## config.mk

```make
export PLATFORM = sky130hd
export DESIGN_NAME = id3v2_frame_walker_core
export DESIGN_NICKNAME = d
export VERILOG_FILES = /design/src/hw/rtl/id3fw_pkg.sv /design/src/hw/rtl/id3fw_classify.sv /design/src/hw/rtl/id3fw_walker.sv /design/src/hw/rtl/id3v2_frame_walker_core.sv
export SDC_FILE = /design/constraint.sdc
export NUM_CORES = 2
export LEC_CHECK = 0
export BUFFER_PORTS_ARGS = -buffer_cell sky130_fd_sc_hd__buf_4
export CORE_MARGIN = 3
export CORE_UTILIZATION = 40
export DETAILED_ROUTE_END_ITERATION = 16
export GPL_TIMING_DRIVEN = 0
export PLACE_DENSITY = 0.64
export RECOVER_POWER = 25
export SLEW_MARGIN = 20
export SYNTH_ARGS = -nofsm -noshare
export SYNTH_HDL_FRONTEND = slang
export SYNTH_SLANG_ARGS = --single-unit
```

## constraint.sdc

```tcl
create_clock -name clk -period 16.1 [get_ports clk]
set_clock_uncertainty 0.05 [all_clocks]
set_input_delay 3.22 -clock clk [delete_from_list [all_inputs] [get_ports clk]]
set_output_delay 3.22 -clock clk [all_outputs]
set_load 0.005 [all_outputs]
```

## src/hw/rtl/id3fw_pkg.sv

```systemverilog
// ----------------------------------------------------------------------------
// id3fw_pkg - shared types and constants for the ID3v2 frame walker
// Holds the request and result structs, the walk phase encoding and the
// region, class, field and stop codes.
// ----------------------------------------------------------------------------
package id3fw_pkg;

    // One input request: a file byte and the start-of-file mark
    typedef struct packed {
        logic [7:0] data_byte;
        logic       first;
    } id3fw_in_t;

    // One result per input byte
    typedef struct packed {
        logic [2:0]  region;
        logic [1:0]  frame_class;
        logic [2:0]  text_field;
        logic [31:0] frame_ident;
        logic [27:0] payload_offset;
        logic        last_of_frame;
        logic [1:0]  stop_reason;
        logic [7:0]  tag_version;
    } id3fw_out_t;

    // Walk phase, one-hot
    typedef enum logic [6:0] {
        PH_HEADER  = 7'b0000001,
        PH_EXT     = 7'b0000010,
        PH_FHDR    = 7'b0000100,
        PH_PAYLOAD = 7'b0001000,
        PH_SKIP    = 7'b0010000,
        PH_AFTER   = 7'b0100000,
        PH_NOTAG   = 7'b1000000
    } id3fw_phase_t;

    // Region codes
    localparam logic [2:0] REG_TAGHDR  = 3'd0;
    localparam logic [2:0] REG_EXTHDR  = 3'd1;
    localparam logic [2:0] REG_FRMHDR  = 3'd2;
    localparam logic [2:0] REG_PAYLOAD = 3'd3;
    localparam logic [2:0] REG_SKIP    = 3'd4;
    localparam logic [2:0] REG_AFTER   = 3'd5;
    localparam logic [2:0] REG_NOTAG   = 3'd6;

    // Frame classes
    localparam logic [1:0] CLS_OTHER = 2'd0;
    localparam logic [1:0] CLS_TEXT  = 2'd1;
    localparam logic [1:0] CLS_TXXX  = 2'd2;
    localparam logic [1:0] CLS_APIC  = 2'd3;

    // Text fields
    localparam logic [2:0] FLD_NONE   = 3'd0;
    localparam logic [2:0] FLD_TITLE  = 3'd1;
    localparam logic [2:0] FLD_ARTIST = 3'd2;
    localparam logic [2:0] FLD_ALBUM  = 3'd3;
    localparam logic [2:0] FLD_YEAR   = 3'd4;
    localparam logic [2:0] FLD_GENRE  = 3'd5;
    localparam logic [2:0] FLD_TRACK  = 3'd6;
    localparam logic [2:0] FLD_BPM    = 3'd7;

    // Stop reasons
    localparam logic [1:0] STOP_NONE    = 2'd0;
    localparam logic [1:0] STOP_PADDING = 2'd1;
    localparam logic [1:0] STOP_BADSIZE = 2'd2;

    // Tag header magic and limits
    localparam logic [7:0] MAGIC_0   = 8'h49;
    localparam logic [7:0] MAGIC_1   = 8'h44;
    localparam logic [7:0] MAGIC_2   = 8'h33;
    localparam logic [7:0] VER_V22   = 8'd2;
    localparam logic [7:0] VER_V23   = 8'd3;
    localparam logic [7:0] VER_V24   = 8'd4;
    localparam logic [6:0] SIZE_MASK = 7'h7F;

endpackage

```

## src/hw/rtl/id3fw_classify.sv

```systemverilog
// ----------------------------------------------------------------------------
// id3fw_classify - frame ID mapping and classing
// Maps a v2.2 three-character ID onto a four-character name and classes the
// frame as text, TXXX or APIC, with the text field it carries.
// ----------------------------------------------------------------------------
module id3fw_classify
    import id3fw_pkg::*;
(
    input  logic [31:0] ident,
    input  logic        is_v22,
    output logic [31:0] mapped_ident,
    output logic [1:0]  frame_class,
    output logic [2:0]  text_field
);

    localparam logic [23:0] ID22_TT2 = "TT2";
    localparam logic [23:0] ID22_TP1 = "TP1";
    localparam logic [23:0] ID22_TAL = "TAL";
    localparam logic [23:0] ID22_TYE = "TYE";
    localparam logic [23:0] ID22_TCO = "TCO";
    localparam logic [23:0] ID22_TRK = "TRK";
    localparam logic [23:0] ID22_TBP = "TBP";
    localparam logic [23:0] ID22_TXX = "TXX";
    localparam logic [23:0] ID22_PIC = "PIC";

    localparam logic [31:0] ID_TIT2 = "TIT2";
    localparam logic [31:0] ID_TPE1 = "TPE1";
    localparam logic [31:0] ID_TALB = "TALB";
    localparam logic [31:0] ID_TDRC = "TDRC";
    localparam logic [31:0] ID_TYER = "TYER";
    localparam logic [31:0] ID_TCON = "TCON";
    localparam logic [31:0] ID_TRCK = "TRCK";
    localparam logic [31:0] ID_TBPM = "TBPM";
    localparam logic [31:0] ID_TXXX = "TXXX";
    localparam logic [31:0] ID_APIC = "APIC";
    localparam logic [7:0]  CHAR_T  = "T";

    logic [31:0] v22_ident;

    // Map a v2.2 ID; an unknown one keeps its three characters on top
    always_comb
    begin
        case (ident[23:0])
            ID22_TT2: v22_ident = ID_TIT2;
            ID22_TP1: v22_ident = ID_TPE1;
            ID22_TAL: v22_ident = ID_TALB;
            ID22_TYE: v22_ident = ID_TDRC;
            ID22_TCO: v22_ident = ID_TCON;
            ID22_TRK: v22_ident = ID_TRCK;
            ID22_TBP: v22_ident = ID_TBPM;
            ID22_TXX: v22_ident = ID_TXXX;
            ID22_PIC: v22_ident = ID_APIC;
            default:  v22_ident = {ident[23:0], 8'd0};
        endcase
    end

    assign mapped_ident = is_v22 ? v22_ident : ident;

    // Class the frame and pick out the text field
    always_comb
    begin
        frame_class = CLS_OTHER;
        text_field  = FLD_NONE;
        if (mapped_ident == ID_TXXX)
        begin
            frame_class = CLS_TXXX;
        end
        else if (mapped_ident == ID_APIC)
        begin
            frame_class = CLS_APIC;
        end
        else if (mapped_ident[31:24] == CHAR_T)
        begin
            frame_class = CLS_TEXT;
            case (mapped_ident)
                ID_TIT2: text_field = FLD_TITLE;
                ID_TPE1: text_field = FLD_ARTIST;
                ID_TALB: text_field = FLD_ALBUM;
                ID_TDRC: text_field = FLD_YEAR;
                ID_TYER: text_field = FLD_YEAR;
                ID_TCON: text_field = FLD_GENRE;
                ID_TRCK: text_field = FLD_TRACK;
                ID_TBPM: text_field = FLD_BPM;
                default: text_field = FLD_NONE;
            endcase
        end
    end

endmodule

```

## src/hw/rtl/id3fw_walker.sv

```systemverilog
// ----------------------------------------------------------------------------
// id3fw_walker - per-byte tag walk state and result logic
// Holds the walk state, advances it by one file byte when stepped and
// forms the result for that byte.
// ----------------------------------------------------------------------------
module id3fw_walker
    import id3fw_pkg::*;
(
    input  logic       clk,
    input  logic       rst_n,
    input  logic       step,
    input  id3fw_in_t  item,
    output id3fw_out_t result
);

    id3fw_phase_t phase_reg, phase_next;
    logic [3:0]   header_count_reg, header_count_next;
    logic [7:0]   version_reg, version_next;
    logic         ext_flag_reg, ext_flag_next;
    logic [27:0]  tag_length_reg, tag_length_next;
    logic [27:0]  body_pos_reg, body_pos_next;
    logic [31:0]  ext_left_reg, ext_left_next;
    logic [31:0]  ident_shift_reg, ident_shift_next;
    logic [31:0]  size_shift_reg, size_shift_next;
    logic [3:0]   hbi_reg, hbi_next;
    logic [27:0]  frame_left_reg, frame_left_next;
    logic [1:0]   class_reg, class_next;
    logic [2:0]   field_reg, field_next;
    logic [27:0]  offset_reg, offset_next;
    logic [1:0]   stop_reg, stop_next;

    // Working view of the state: a start-of-file byte sees a cleared walk
    id3fw_phase_t c_phase;
    logic [3:0]   c_hcnt;
    logic [7:0]   c_version;
    logic         c_ext_flag;
    logic [27:0]  c_tag_len;
    logic [27:0]  c_body_pos;
    logic [31:0]  c_ext_left;
    logic [31:0]  c_ident;
    logic [31:0]  c_size;
    logic [3:0]   c_hbi;
    logic [27:0]  c_frame_left;
    logic [1:0]   c_class;
    logic [2:0]   c_field;
    logic [27:0]  c_offset;
    logic [1:0]   c_stop;

    logic [7:0]   b;
    logic         v22;
    logic         v24;
    logic [31:0]  size_add;
    logic [31:0]  fh_size;
    logic [3:0]   id_len;
    logic [3:0]   hdr_len;
    logic [3:0]   min_room;
    logic [27:0]  room;
    logic [27:0]  remaining;
    logic [3:0]   hbi_inc;
    logic [27:0]  body_inc;
    logic [27:0]  tl_shift;
    logic         magic_bad;
    logic         in_body;
    logic [31:0]  mapped_ident;
    logic [1:0]   map_class;
    logic [2:0]   map_field;

    assign b            = item.data_byte;
    assign c_phase      = item.first ? PH_HEADER : phase_reg;
    assign c_hcnt       = item.first ? 4'd0  : header_count_reg;
    assign c_version    = item.first ? 8'd0  : version_reg;
    assign c_ext_flag   = item.first ? 1'b0  : ext_flag_reg;
    assign c_tag_len    = item.first ? 28'd0 : tag_length_reg;
    assign c_body_pos   = item.first ? 28'd0 : body_pos_reg;
    assign c_ext_left   = item.first ? 32'd0 : ext_left_reg;
    assign c_ident      = item.first ? 32'd0 : ident_shift_reg;
    assign c_size       = item.first ? 32'd0 : size_shift_reg;
    assign c_hbi        = item.first ? 4'd0  : hbi_reg;
    assign c_frame_left = item.first ? 28'd0 : frame_left_reg;
    assign c_class      = item.first ? CLS_OTHER : class_reg;
    assign c_field      = item.first ? FLD_NONE  : field_reg;
    assign c_offset     = item.first ? 28'd0 : offset_reg;
    assign c_stop       = item.first ? STOP_NONE : stop_reg;

    // Size accumulation: synchsafe for v2.4, plain bytes otherwise
    assign v22      = (c_version == VER_V22);
    assign v24      = (c_version == VER_V24);
    assign size_add = v24 ? {c_size[24:0], b[6:0]} : {c_size[23:0], b};
    assign fh_size  = v22 ? {8'd0, c_size[15:0], b} : size_add;
    assign id_len   = v22 ? 4'd3 : 4'd4;
    assign hdr_len  = v22 ? 4'd6 : 4'd10;
    assign min_room = v22 ? 4'd6 : 4'd8;

    // Tag room left for the frame header and for the frame payload
    assign room      = c_tag_len - c_body_pos;
    assign remaining = c_tag_len - body_inc;
    assign hbi_inc   = c_hbi + 4'd1;
    assign body_inc  = c_body_pos + 28'd1;
    assign tl_shift  = {c_tag_len[20:0], b[6:0] & SIZE_MASK};

    assign magic_bad = ((c_hcnt == 4'd0) && (b != MAGIC_0))
                    || ((c_hcnt == 4'd1) && (b != MAGIC_1))
                    || ((c_hcnt == 4'd2) && (b != MAGIC_2));

    assign in_body = (c_phase inside {PH_EXT, PH_FHDR, PH_PAYLOAD, PH_SKIP});

    id3fw_classify u_classify (
        .ident        (c_ident),
        .is_v22       (v22),
        .mapped_ident (mapped_ident),
        .frame_class  (map_class),
        .text_field   (map_field)
    );

    // Header byte counter step
    function automatic logic [3:0] hbi_from_count(input logic [3:0] count);
        hbi_from_count = count + 4'd1;
    endfunction

    // Advance the walk by one byte and form its result
    always_comb
    begin
        phase_next        = c_phase;
        header_count_next = c_hcnt;
        version_next      = c_version;
        ext_flag_next     = c_ext_flag;
        tag_length_next   = c_tag_len;
        body_pos_next     = c_body_pos;
        ext_left_next     = c_ext_left;
        ident_shift_next  = c_ident;
        size_shift_next   = c_size;
        hbi_next          = c_hbi;
        frame_left_next   = c_frame_left;
        class_next        = c_class;
        field_next        = c_field;
        offset_next       = c_offset;
        stop_next         = c_stop;

        result                = '0;
        result.region         = REG_NOTAG;

        case (c_phase)
            PH_HEADER:
            begin
                if (magic_bad)
                begin
                    phase_next    = PH_NOTAG;
                    result.region = REG_NOTAG;
                end
                else
                begin
                    result.region     = REG_TAGHDR;
                    header_count_next = hbi_from_count(c_hcnt);
                    if (c_hcnt == 4'd3)
                    begin
                        version_next = b;
                    end
                    if (c_hcnt == 4'd5)
                    begin
                        ext_flag_next = b[6];
                    end
                    if (c_hcnt >= 4'd6)
                    begin
                        tag_length_next = tl_shift;
                    end
                    if (c_hcnt >= 4'd9)
                    begin
                        body_pos_next   = '0;
                        hbi_next        = '0;
                        size_shift_next = '0;
                        if (tl_shift == 28'd0)
                        begin
                            phase_next = PH_AFTER;
                        end
                        else if (c_ext_flag && (c_version >= VER_V23)
                                 && (tl_shift >= 28'd4))
                        begin
                            phase_next = PH_EXT;
                        end
                        else
                        begin
                            phase_next       = PH_FHDR;
                            ident_shift_next = '0;
                        end
                    end
                end
            end

            PH_EXT:
            begin
                result.region = REG_EXTHDR;
                if (c_hbi < 4'd4)
                begin
                    size_shift_next = size_add;
                    hbi_next        = hbi_inc;
                    if (hbi_inc == 4'd4)
                    begin
                        if (v24)
                        begin
                            ext_left_next = (size_add > 32'd4) ? size_add - 32'd4 : 32'd0;
                        end
                        else
                        begin
                            ext_left_next = size_add;
                        end
                        if (ext_left_next == 32'd0)
                        begin
                            phase_next       = PH_FHDR;
                            hbi_next         = '0;
                            ident_shift_next = '0;
                            size_shift_next  = '0;
                        end
                    end
                end
                else
                begin
                    ext_left_next = c_ext_left - 32'd1;
                    if (c_ext_left == 32'd1)
                    begin
                        phase_next       = PH_FHDR;
                        hbi_next         = '0;
                        ident_shift_next = '0;
                        size_shift_next  = '0;
                    end
                end
            end

            PH_FHDR:
            begin
                if ((c_hbi == 4'd0) && (room < {24'd0, min_room}))
                begin
                    phase_next    = PH_SKIP;
                    result.region = REG_SKIP;
                end
                else if ((c_hbi == 4'd0) && (b == 8'd0))
                begin
                    stop_next     = STOP_PADDING;
                    phase_next    = PH_SKIP;
                    result.region = REG_SKIP;
                end
                else
                begin
                    result.region = REG_FRMHDR;
                    if (c_hbi < id_len)
                    begin
                        ident_shift_next = {c_ident[23:0], b};
                    end
                    else if (c_hbi < min_room)
                    begin
                        size_shift_next = fh_size;
                    end
                    hbi_next = hbi_inc;
                    if (hbi_inc >= hdr_len)
                    begin
                        if ((size_shift_next == 32'd0)
                            || (size_shift_next > {4'd0, remaining}))
                        begin
                            stop_next  = STOP_BADSIZE;
                            phase_next = PH_SKIP;
                        end
                        else
                        begin
                            ident_shift_next = mapped_ident;
                            class_next       = map_class;
                            field_next       = map_field;
                            frame_left_next  = size_shift_next[27:0];
                            offset_next      = '0;
                            phase_next       = PH_PAYLOAD;
                        end
                    end
                end
            end

            PH_PAYLOAD:
            begin
                result.region         = REG_PAYLOAD;
                result.frame_class    = c_class;
                result.text_field     = c_field;
                result.frame_ident    = c_ident;
                result.payload_offset = c_offset;
                result.last_of_frame  = (c_frame_left == 28'd1);
                frame_left_next       = c_frame_left - 28'd1;
                offset_next           = c_offset + 28'd1;
                if (c_frame_left == 28'd1)
                begin
                    phase_next       = PH_FHDR;
                    hbi_next         = '0;
                    ident_shift_next = '0;
                    size_shift_next  = '0;
                end
            end

            PH_SKIP:
            begin
                result.region = REG_SKIP;
            end

            PH_AFTER:
            begin
                result.region = REG_AFTER;
            end

            default:
            begin
                result.region = REG_NOTAG;
            end
        endcase

        // Count body bytes and close the walk at the tag end
        if (in_body)
        begin
            body_pos_next = body_inc;
            if (body_inc >= c_tag_len)
            begin
                if ((phase_next == PH_FHDR) && (hbi_next != 4'd0)
                    && (stop_next == STOP_NONE))
                begin
                    stop_next = STOP_BADSIZE;
                end
                phase_next = PH_AFTER;
            end
        end

        result.stop_reason = stop_next;
        result.tag_version = version_next;
    end

    // Hold the walk state; advance only on a step
    always_ff @(posedge clk or negedge rst_n)
    begin
        if (!rst_n)
        begin
            phase_reg        <= PH_NOTAG;
            header_count_reg <= '0;
            version_reg      <= '0;
            ext_flag_reg     <= 1'b0;
            tag_length_reg   <= '0;
            body_pos_reg     <= '0;
            ext_left_reg     <= '0;
            ident_shift_reg  <= '0;
            size_shift_reg   <= '0;
            hbi_reg          <= '0;
            frame_left_reg   <= '0;
            class_reg        <= CLS_OTHER;
            field_reg        <= FLD_NONE;
            offset_reg       <= '0;
            stop_reg         <= STOP_NONE;
        end
        else if (step)
        begin
            phase_reg        <= phase_next;
            header_count_reg <= header_count_next;
            version_reg      <= version_next;
            ext_flag_reg     <= ext_flag_next;
            tag_length_reg   <= tag_length_next;
            body_pos_reg     <= body_pos_next;
            ext_left_reg     <= ext_left_next;
            ident_shift_reg  <= ident_shift_next;
            size_shift_reg   <= size_shift_next;
            hbi_reg          <= hbi_next;
            frame_left_reg   <= frame_left_next;
            class_reg        <= class_next;
            field_reg        <= field_next;
            offset_reg       <= offset_next;
            stop_reg         <= stop_next;
        end
    end

endmodule

```

## src/hw/rtl/id3v2_frame_walker_core.sv

```systemverilog
// ----------------------------------------------------------------------------
// id3v2_frame_walker_core - byte-serial ID3v2 tag and frame walker
// Classes every byte of a file as tag header, extended header, frame
// header, frame payload, skipped, after the tag or no tag.
// ----------------------------------------------------------------------------
// Usage:
//   Byte channel: byte_valid / byte_stall / byte_data. A request is taken at
//   a rising edge with byte_valid high and byte_stall low. Set first on the
//   first byte of each file; it restarts the parse.
//   Result channel: res_valid / res_stall / res_data, one result per byte,
//   in byte order.
//   Path: a byte taken is held in the input register, then walked into the
//   result register, and is offered from then on.
//   Throughput: one byte per cycle while res_stall is low; the per-byte state
//   update sits between the input register and the result register.
//   Stall: while res_stall holds a result, the byte in the input register
//   waits and byte_stall rises; the walk state does not move.
//   Reset: both registers empty, the walk stands in the no-tag state until a
//   byte marked first arrives.
// ----------------------------------------------------------------------------
module id3v2_frame_walker_core
    import id3fw_pkg::*;
(
    input  logic       clk,
    input  logic       rst_n,
    input  logic       byte_valid,
    output logic       byte_stall,
    input  id3fw_in_t  byte_data,
    output logic       res_valid,
    input  logic       res_stall,
    output id3fw_out_t res_data
);

    logic       s1_valid_reg, s1_valid_next;
    id3fw_in_t  s1_item_reg;
    logic       res_valid_reg, res_valid_next;
    id3fw_out_t res_item_reg;
    id3fw_out_t walk_result;
    logic       advance;
    logic       take;

    // Move the held byte on when the result register is free or draining
    assign advance    = s1_valid_reg && (!res_valid_reg || !res_stall);
    assign byte_stall = s1_valid_reg && !advance;
    assign take       = byte_valid && !byte_stall;

    id3fw_walker u_walker (
        .clk    (clk),
        .rst_n  (rst_n),
        .step   (advance),
        .item   (s1_item_reg),
        .result (walk_result)
    );

    // Track occupancy of both registers
    always_comb
    begin
        s1_valid_next = s1_valid_reg;
        if (take)
        begin
            s1_valid_next = 1'b1;
        end
        else if (advance)
        begin
            s1_valid_next = 1'b0;
        end

        res_valid_next = res_valid_reg;
        if (advance)
        begin
            res_valid_next = 1'b1;
        end
        else if (res_valid_reg && !res_stall)
        begin
            res_valid_next = 1'b0;
        end
    end

    always_ff @(posedge clk or negedge rst_n)
    begin
        if (!rst_n)
        begin
            s1_valid_reg  <= 1'b0;
            res_valid_reg <= 1'b0;
        end
        else
        begin
            s1_valid_reg  <= s1_valid_next;
            res_valid_reg <= res_valid_next;
        end
    end

    // Capture request and result payloads
    always_ff @(posedge clk)
    begin
        if (take)
        begin
            s1_item_reg <= byte_data;
        end
        if (advance)
        begin
            res_item_reg <= walk_result;
        end
    end

    assign res_valid = res_valid_reg;
    assign res_data  = res_item_reg;

    // Stall only when a byte is held behind a full result register
    a_stall_full: assert property (@(posedge clk) disable iff (!rst_n)
        byte_stall |-> (s1_valid_reg && res_valid_reg && res_stall))
        else $error("byte stall without a blocked result");

    // Frame fields stay clear outside payload bytes
    a_payload_fields: assert property (@(posedge clk) disable iff (!rst_n)
        (res_valid && (res_data.region != REG_PAYLOAD)) |->
        ((res_data.frame_class == CLS_OTHER) && (res_data.text_field == FLD_NONE)
         && (res_data.frame_ident == 32'd0) && (res_data.payload_offset == 28'd0)
         && !res_data.last_of_frame))
        else $error("frame fields set outside payload");

    // No payload once the frame walk has stopped
    a_payload_stop: assert property (@(posedge clk) disable iff (!rst_n)
        (res_valid && (res_data.region == REG_PAYLOAD)) |->
        (res_data.stop_reason == STOP_NONE))
        else $error("payload byte after the walk stopped");

endmodule

```

==> flow_results.xml <==
<?xml version="1.0" encoding="UTF-8"?>
<metrics>
  <group name="run_status">
    <metric name="status" unit="">complete, but fails checks</metric>
    <metric name="violated_checks" unit="">max-capacitance violations, max-slew violations</metric>
  </group>
  <group name="global_routing">
    <metric name="global_route.overflow_total" unit="">0</metric>
    <metric name="grt_util_all_layers" unit="%">35.7</metric>
    <metric name="first_pass_grt_wire_length" unit="um">187000</metric>
    <metric name="antenna_found_initial" unit="">3</metric>
    <metric name="grt_max_degree" unit="">89</metric>
    <metric name="vias_in_the_first_global_route" unit="">27400</metric>
  </group>
  <group name="yosys">
    <metric name="synth_cell_type_count" unit="">98</metric>
    <metric name="netlist_area" unit="um^2">26800</metric>
    <metric name="postSynthCellCount" unit="">3446</metric>
    <metric name="synth_fp_nets" unit="">3560</metric>
    <metric name="synth.yosys.warnings" unit="">0</metric>
    <metric name="synth_enable_flop_cells" unit="">88</metric>
    <metric name="ys.flop_type" unit="">sky130_fd_sc_hd__dfrtp_1</metric>
    <metric name="syn_avg_cell_area" unit="um^2">7.78</metric>
    <metric name="number_of_synthesized_register_bits" unit="">329</metric>
    <metric name="synth_sequential_area_ratio" unit="%">32.4</metric>
    <metric name="share_of_synthesized_registers_carrying_an_async_set_or_reset" unit="%">73.3</metric>
  </group>
  <group name="placement">
    <metric name="port-buffer-count" unit="">93</metric>
    <metric name="placed_cells_incl_taps" unit="">4407</metric>
    <metric name="place_hpwl" unit="um">97000</metric>
    <metric name="gpl.final_weighted_congestion" unit="">1.03</metric>
  </group>
  <group name="cells_and_area">
    <metric name="mostFrequentLayoutCell" unit="">sky130_fd_sc_hd__nand2_1</metric>
    <metric name="layout-drive-gt1-share" unit="%">7.68</metric>
    <metric name="largest_register_ffs" unit="">79</metric>
    <metric name="layout-area-overhead-vs-synth" unit="%">12.5</metric>
    <metric name="most-common-layout-cells" unit="">473 x sky130_fd_sc_hd__nand2_1, 317 x sky130_fd_sc_hd__o21ai_0, 313 x sky130_fd_sc_hd__nor2_1, 240 x sky130_fd_sc_hd__dfrtp_1, 222 x sky130_fd_sc_hd__a21oi_1</metric>
    <metric name="post_layout_nonfiller_instances" unit="">4487</metric>
    <metric name="final_net_count" unit="">3699</metric>
  </group>
  <group name="cts">
    <metric name="cts_sinks" unit="">329</metric>
    <metric name="max-clock-path-buffers" unit="">3</metric>
    <metric name="worst_setup_hold_path_clk_slew" unit="ps">70</metric>
    <metric name="htree_levels" unit="">2</metric>
    <metric name="worst_skew_pair.late_latency" unit="ps">620</metric>
    <metric name="cts_setup_buffers" unit="">0</metric>
    <metric name="cts_root_buf" unit="">sky130_fd_sc_hd__clkbuf_16</metric>
    <metric name="cts_inserted_buffers" unit="">42</metric>
    <metric name="cts_tree" unit="">built</metric>
  </group>
  <group name="setup_path">
    <metric name="critPathArrivalTime" unit="ps">16300</metric>
    <metric name="cpPeakStageDelay" unit="ps">840</metric>
    <metric name="timing.critical_path.required" unit="ps">16510</metric>
    <metric name="crit_path_top_delay_cell" unit="">sky130_fd_sc_hd__clkdlybuf4s15_1</metric>
    <metric name="timing.critical_path.mode_cell" unit="">sky130_fd_sc_hd__nand2_1</metric>
    <metric name="cp_top_family" unit="">buffers and inverters</metric>
    <metric name="cp.buffers_inverters" unit="">13</metric>
    <metric name="setup.worst_path.end_class" unit="">flip-flop</metric>
    <metric name="critical_path_launch_point_type" unit="">flip-flop</metric>
    <metric name="setup.worst_path.class" unit="">flip-flop to flip-flop</metric>
    <metric name="crit_path_max_fanout" unit="">12</metric>
  </group>
  <group name="floorplan">
    <metric name="core_area" unit="um^2">66100</metric>
    <metric name="io_pins" unit="">94</metric>
    <metric name="die_width" unit="um">265</metric>
    <metric name="floorplan.die_area" unit="um^2">70100</metric>
    <metric name="starting_density_of_the_core" unit="%">40.5</metric>
    <metric name="floorplan.rows" unit="">94</metric>
    <metric name="vert_die_dim" unit="um">265</metric>
  </group>
  <group name="min_path">
    <metric name="worst_hold_path_type" unit="">flip-flop to flip-flop</metric>
  </group>
  <group name="run">
    <metric name="drv.max_cap_violation_count" unit="">3</metric>
  </group>
  <group name="power_and_ir_drop">
    <metric name="power.leakage" unit="uW">0.0120</metric>
    <metric name="p_per_area" unit="nW/um^2">102</metric>
    <metric name="worst_ir_drop_vdd" unit="uV">77.1</metric>
  </group>
  <group name="sta">
    <metric name="finalMaxSlewViolations" unit="">246</metric>
    <metric name="achievable-frequency" unit="MHz">62.9</metric>
    <metric name="fin_hold_ws" unit="ps">416</metric>
    <metric name="tns" unit="ps">0</metric>
    <metric name="final_period_minus_worst_setup_slack" unit="ps">15890</metric>
    <metric name="relSlewSlack" unit="%">-242</metric>
    <metric name="setup_viol" unit="">0</metric>
    <metric name="max_slew.worst_pin.slew" unit="ps">5130</metric>
    <metric name="finalHoldViolCount" unit="">0</metric>
    <metric name="post-route-period-util" unit="%">98.7</metric>
  </group>
  <group name="detailed_routing">
    <metric name="vias" unit="">29700</metric>
    <metric name="detailedRoute.firstPassIterationCount" unit="">6</metric>
    <metric name="final_antenna_net_count" unit="">0</metric>
    <metric name="initialDrtViolationCount" unit="">4395</metric>
    <metric name="viasPerCell" unit="">6.62</metric>
    <metric name="route.final.wire_length" unit="um">129000</metric>
    <metric name="post_detailed_route_drc_marker_count" unit="">0</metric>
    <metric name="routed_wire_length_per_instance" unit="um">28.8</metric>
  </group>
</metrics>
routing by layer:
| metal | part of all wire [%] | wire, um | global-route usage [%] | vias up |
|---|---|---|---|---|
| met5 | 0.011 | 14 | 0 | - |
| met4 | 6.2 | 8030 | 19.5 | 2 |
| met3 | 12 | 15600 | 9.68 | 406 |
| met2 | 41 | 53600 | 52.5 | 1980 |
| met1 | 40 | 52000 | 47.8 | 14300 |
| li1 | - | - | - | 13000 |
worst register-to-register path, delay by kind of cell (launching register included):
family	cells	cell delay, ps
buffers and inverters	13	7960
DFF	1	340
AOI/OAI and AO/OA	15	4770
adders and majority gates	2	710
and+or+nand+nor	9	1770
xor gates and xnor gates	1	140
report_power, final:
group          total, uW  switching (uW)  leakage, uW  internal, uW
Combinational       1080             699      0.00711           380
Sequential           972            61.5      0.00419           911
Clock               1030             425     0.000709           605
logic make-up (layout without fill, tap and decap cells):
kind of cell,Yosys count,count (layout),synth area share [%]
fa+ha+maj,102,102,4.81
flops,329,329,32.4
xor+xnor,104,104,3.56
other cells,0,4,0
buf+inv,310,483,4.57
compound gates,1074,1074,25.9
simple gates,1504,1504,27.9
mux,23,23,0.878
Yosys cell counts, types with 16 or more instances:
cell type / instances / area, um^2
sky130_fd_sc_hd__or2_2: 23 / 144
sky130_fd_sc_hd__a22oi_1: 56 / 420
sky130_fd_sc_hd__o22ai_1: 25 / 156
sky130_fd_sc_hd__dfrtp_1: 240 / 6010
sky130_fd_sc_hd__nor3_1: 116 / 581
sky130_fd_sc_hd__or4_1: 16 / 120
sky130_fd_sc_hd__a211oi_1: 30 / 225
sky130_fd_sc_hd__edfxtp_1: 88 / 2640
sky130_fd_sc_hd__a31oi_1: 46 / 288
sky130_fd_sc_hd__a22o_1: 39 / 342
sky130_fd_sc_hd__buf_1: 23 / 86.3
sky130_fd_sc_hd__a21o_1: 33 / 248
sky130_fd_sc_hd__clkbuf_1: 173 / 649
sky130_fd_sc_hd__o31ai_1: 51 / 383
sky130_fd_sc_hd__mux2i_1: 19 / 190
sky130_fd_sc_hd__nand4b_1: 16 / 140
sky130_fd_sc_hd__buf_2: 28 / 140
sky130_fd_sc_hd__o211ai_1: 24 / 180
sky130_fd_sc_hd__and3_1: 26 / 163
sky130_fd_sc_hd__o21a_1: 22 / 165
sky130_fd_sc_hd__o221ai_1: 27 / 236
sky130_fd_sc_hd__nor4_1: 71 / 444
sky130_fd_sc_hd__nor2_1: 313 / 1170
sky130_fd_sc_hd__xnor2_1: 63 / 552
sky130_fd_sc_hd__o21ai_0: 325 / 1630
sky130_fd_sc_hd__and2_1: 76 / 475
sky130_fd_sc_hd__a21oi_1: 222 / 1110
sky130_fd_sc_hd__nand4_1: 43 / 269
sky130_fd_sc_hd__xor2_1: 38 / 333
sky130_fd_sc_hd__nor2b_1: 79 / 494
sky130_fd_sc_hd__nand2b_1: 40 / 250
sky130_fd_sc_hd__a221o_1: 20 / 200
sky130_fd_sc_hd__nand2_1: 473 / 1780
sky130_fd_sc_hd__ha_1: 99 / 1240
sky130_fd_sc_hd__or3_1: 39 / 244
sky130_fd_sc_hd__inv_1: 79 / 297
sky130_fd_sc_hd__nand3_1: 95 / 475
through the flow:
step / util (%) / cell area [um^2] / power, uW / setup slack (ps)
3_5_place_dp: 43.4 / 28700 / 2020 / -861
4_1_cts: 45.6 / 30200 / 3040 / 331
5_1_grt: 45.6 / 30100 / 3200 / -1.25
3_3_place_gp: 43.2 / 28600 / 2010 / -939
2_1_floorplan: - / 26800 / 1670 / 6670
6_report: 45.6 / 30100 / 3080 / 211
what timing repair did:
item                                    CTS  global route
gates resized for setup                   2             8
hold buffers                              0             0
hold endpoints to repair                  0             0
endpoints found under the setup margin   72            84
area by class of cell:
cell class	count	area, um^2
Antenna cell	4	10.0
Inverter	82	312
Multi-Input combinational cell	2807	16900
Fill cell	6788	36000
Buffer	226	932
Clock buffer	54	1150
Sequential cell	329	8670
Timing Repair Buffer	97	727
Clock inverter	24	324
Tap cell	864	1080
path summary, 6_finish.rpt:
kind,from,endpoint,slack [ps],depth (start not counted)
max,s1_item_reg[0],u_walker.frame_left_reg[23],210,40
min,u_walker.offset_reg[27],u_walker.offset_reg[27],420,1
max in group asynchronous,rst_n,u_walker.body_pos_reg[9],5480,2
min reg2reg,u_walker.offset_reg[27],u_walker.offset_reg[27],420,1
max reg2reg,s1_item_reg[0],u_walker.frame_left_reg[23],210,40
min in group asynchronous,rst_n,u_walker.ident_shift_reg[18],4020,1
Power figures use the tool's default switching activity.
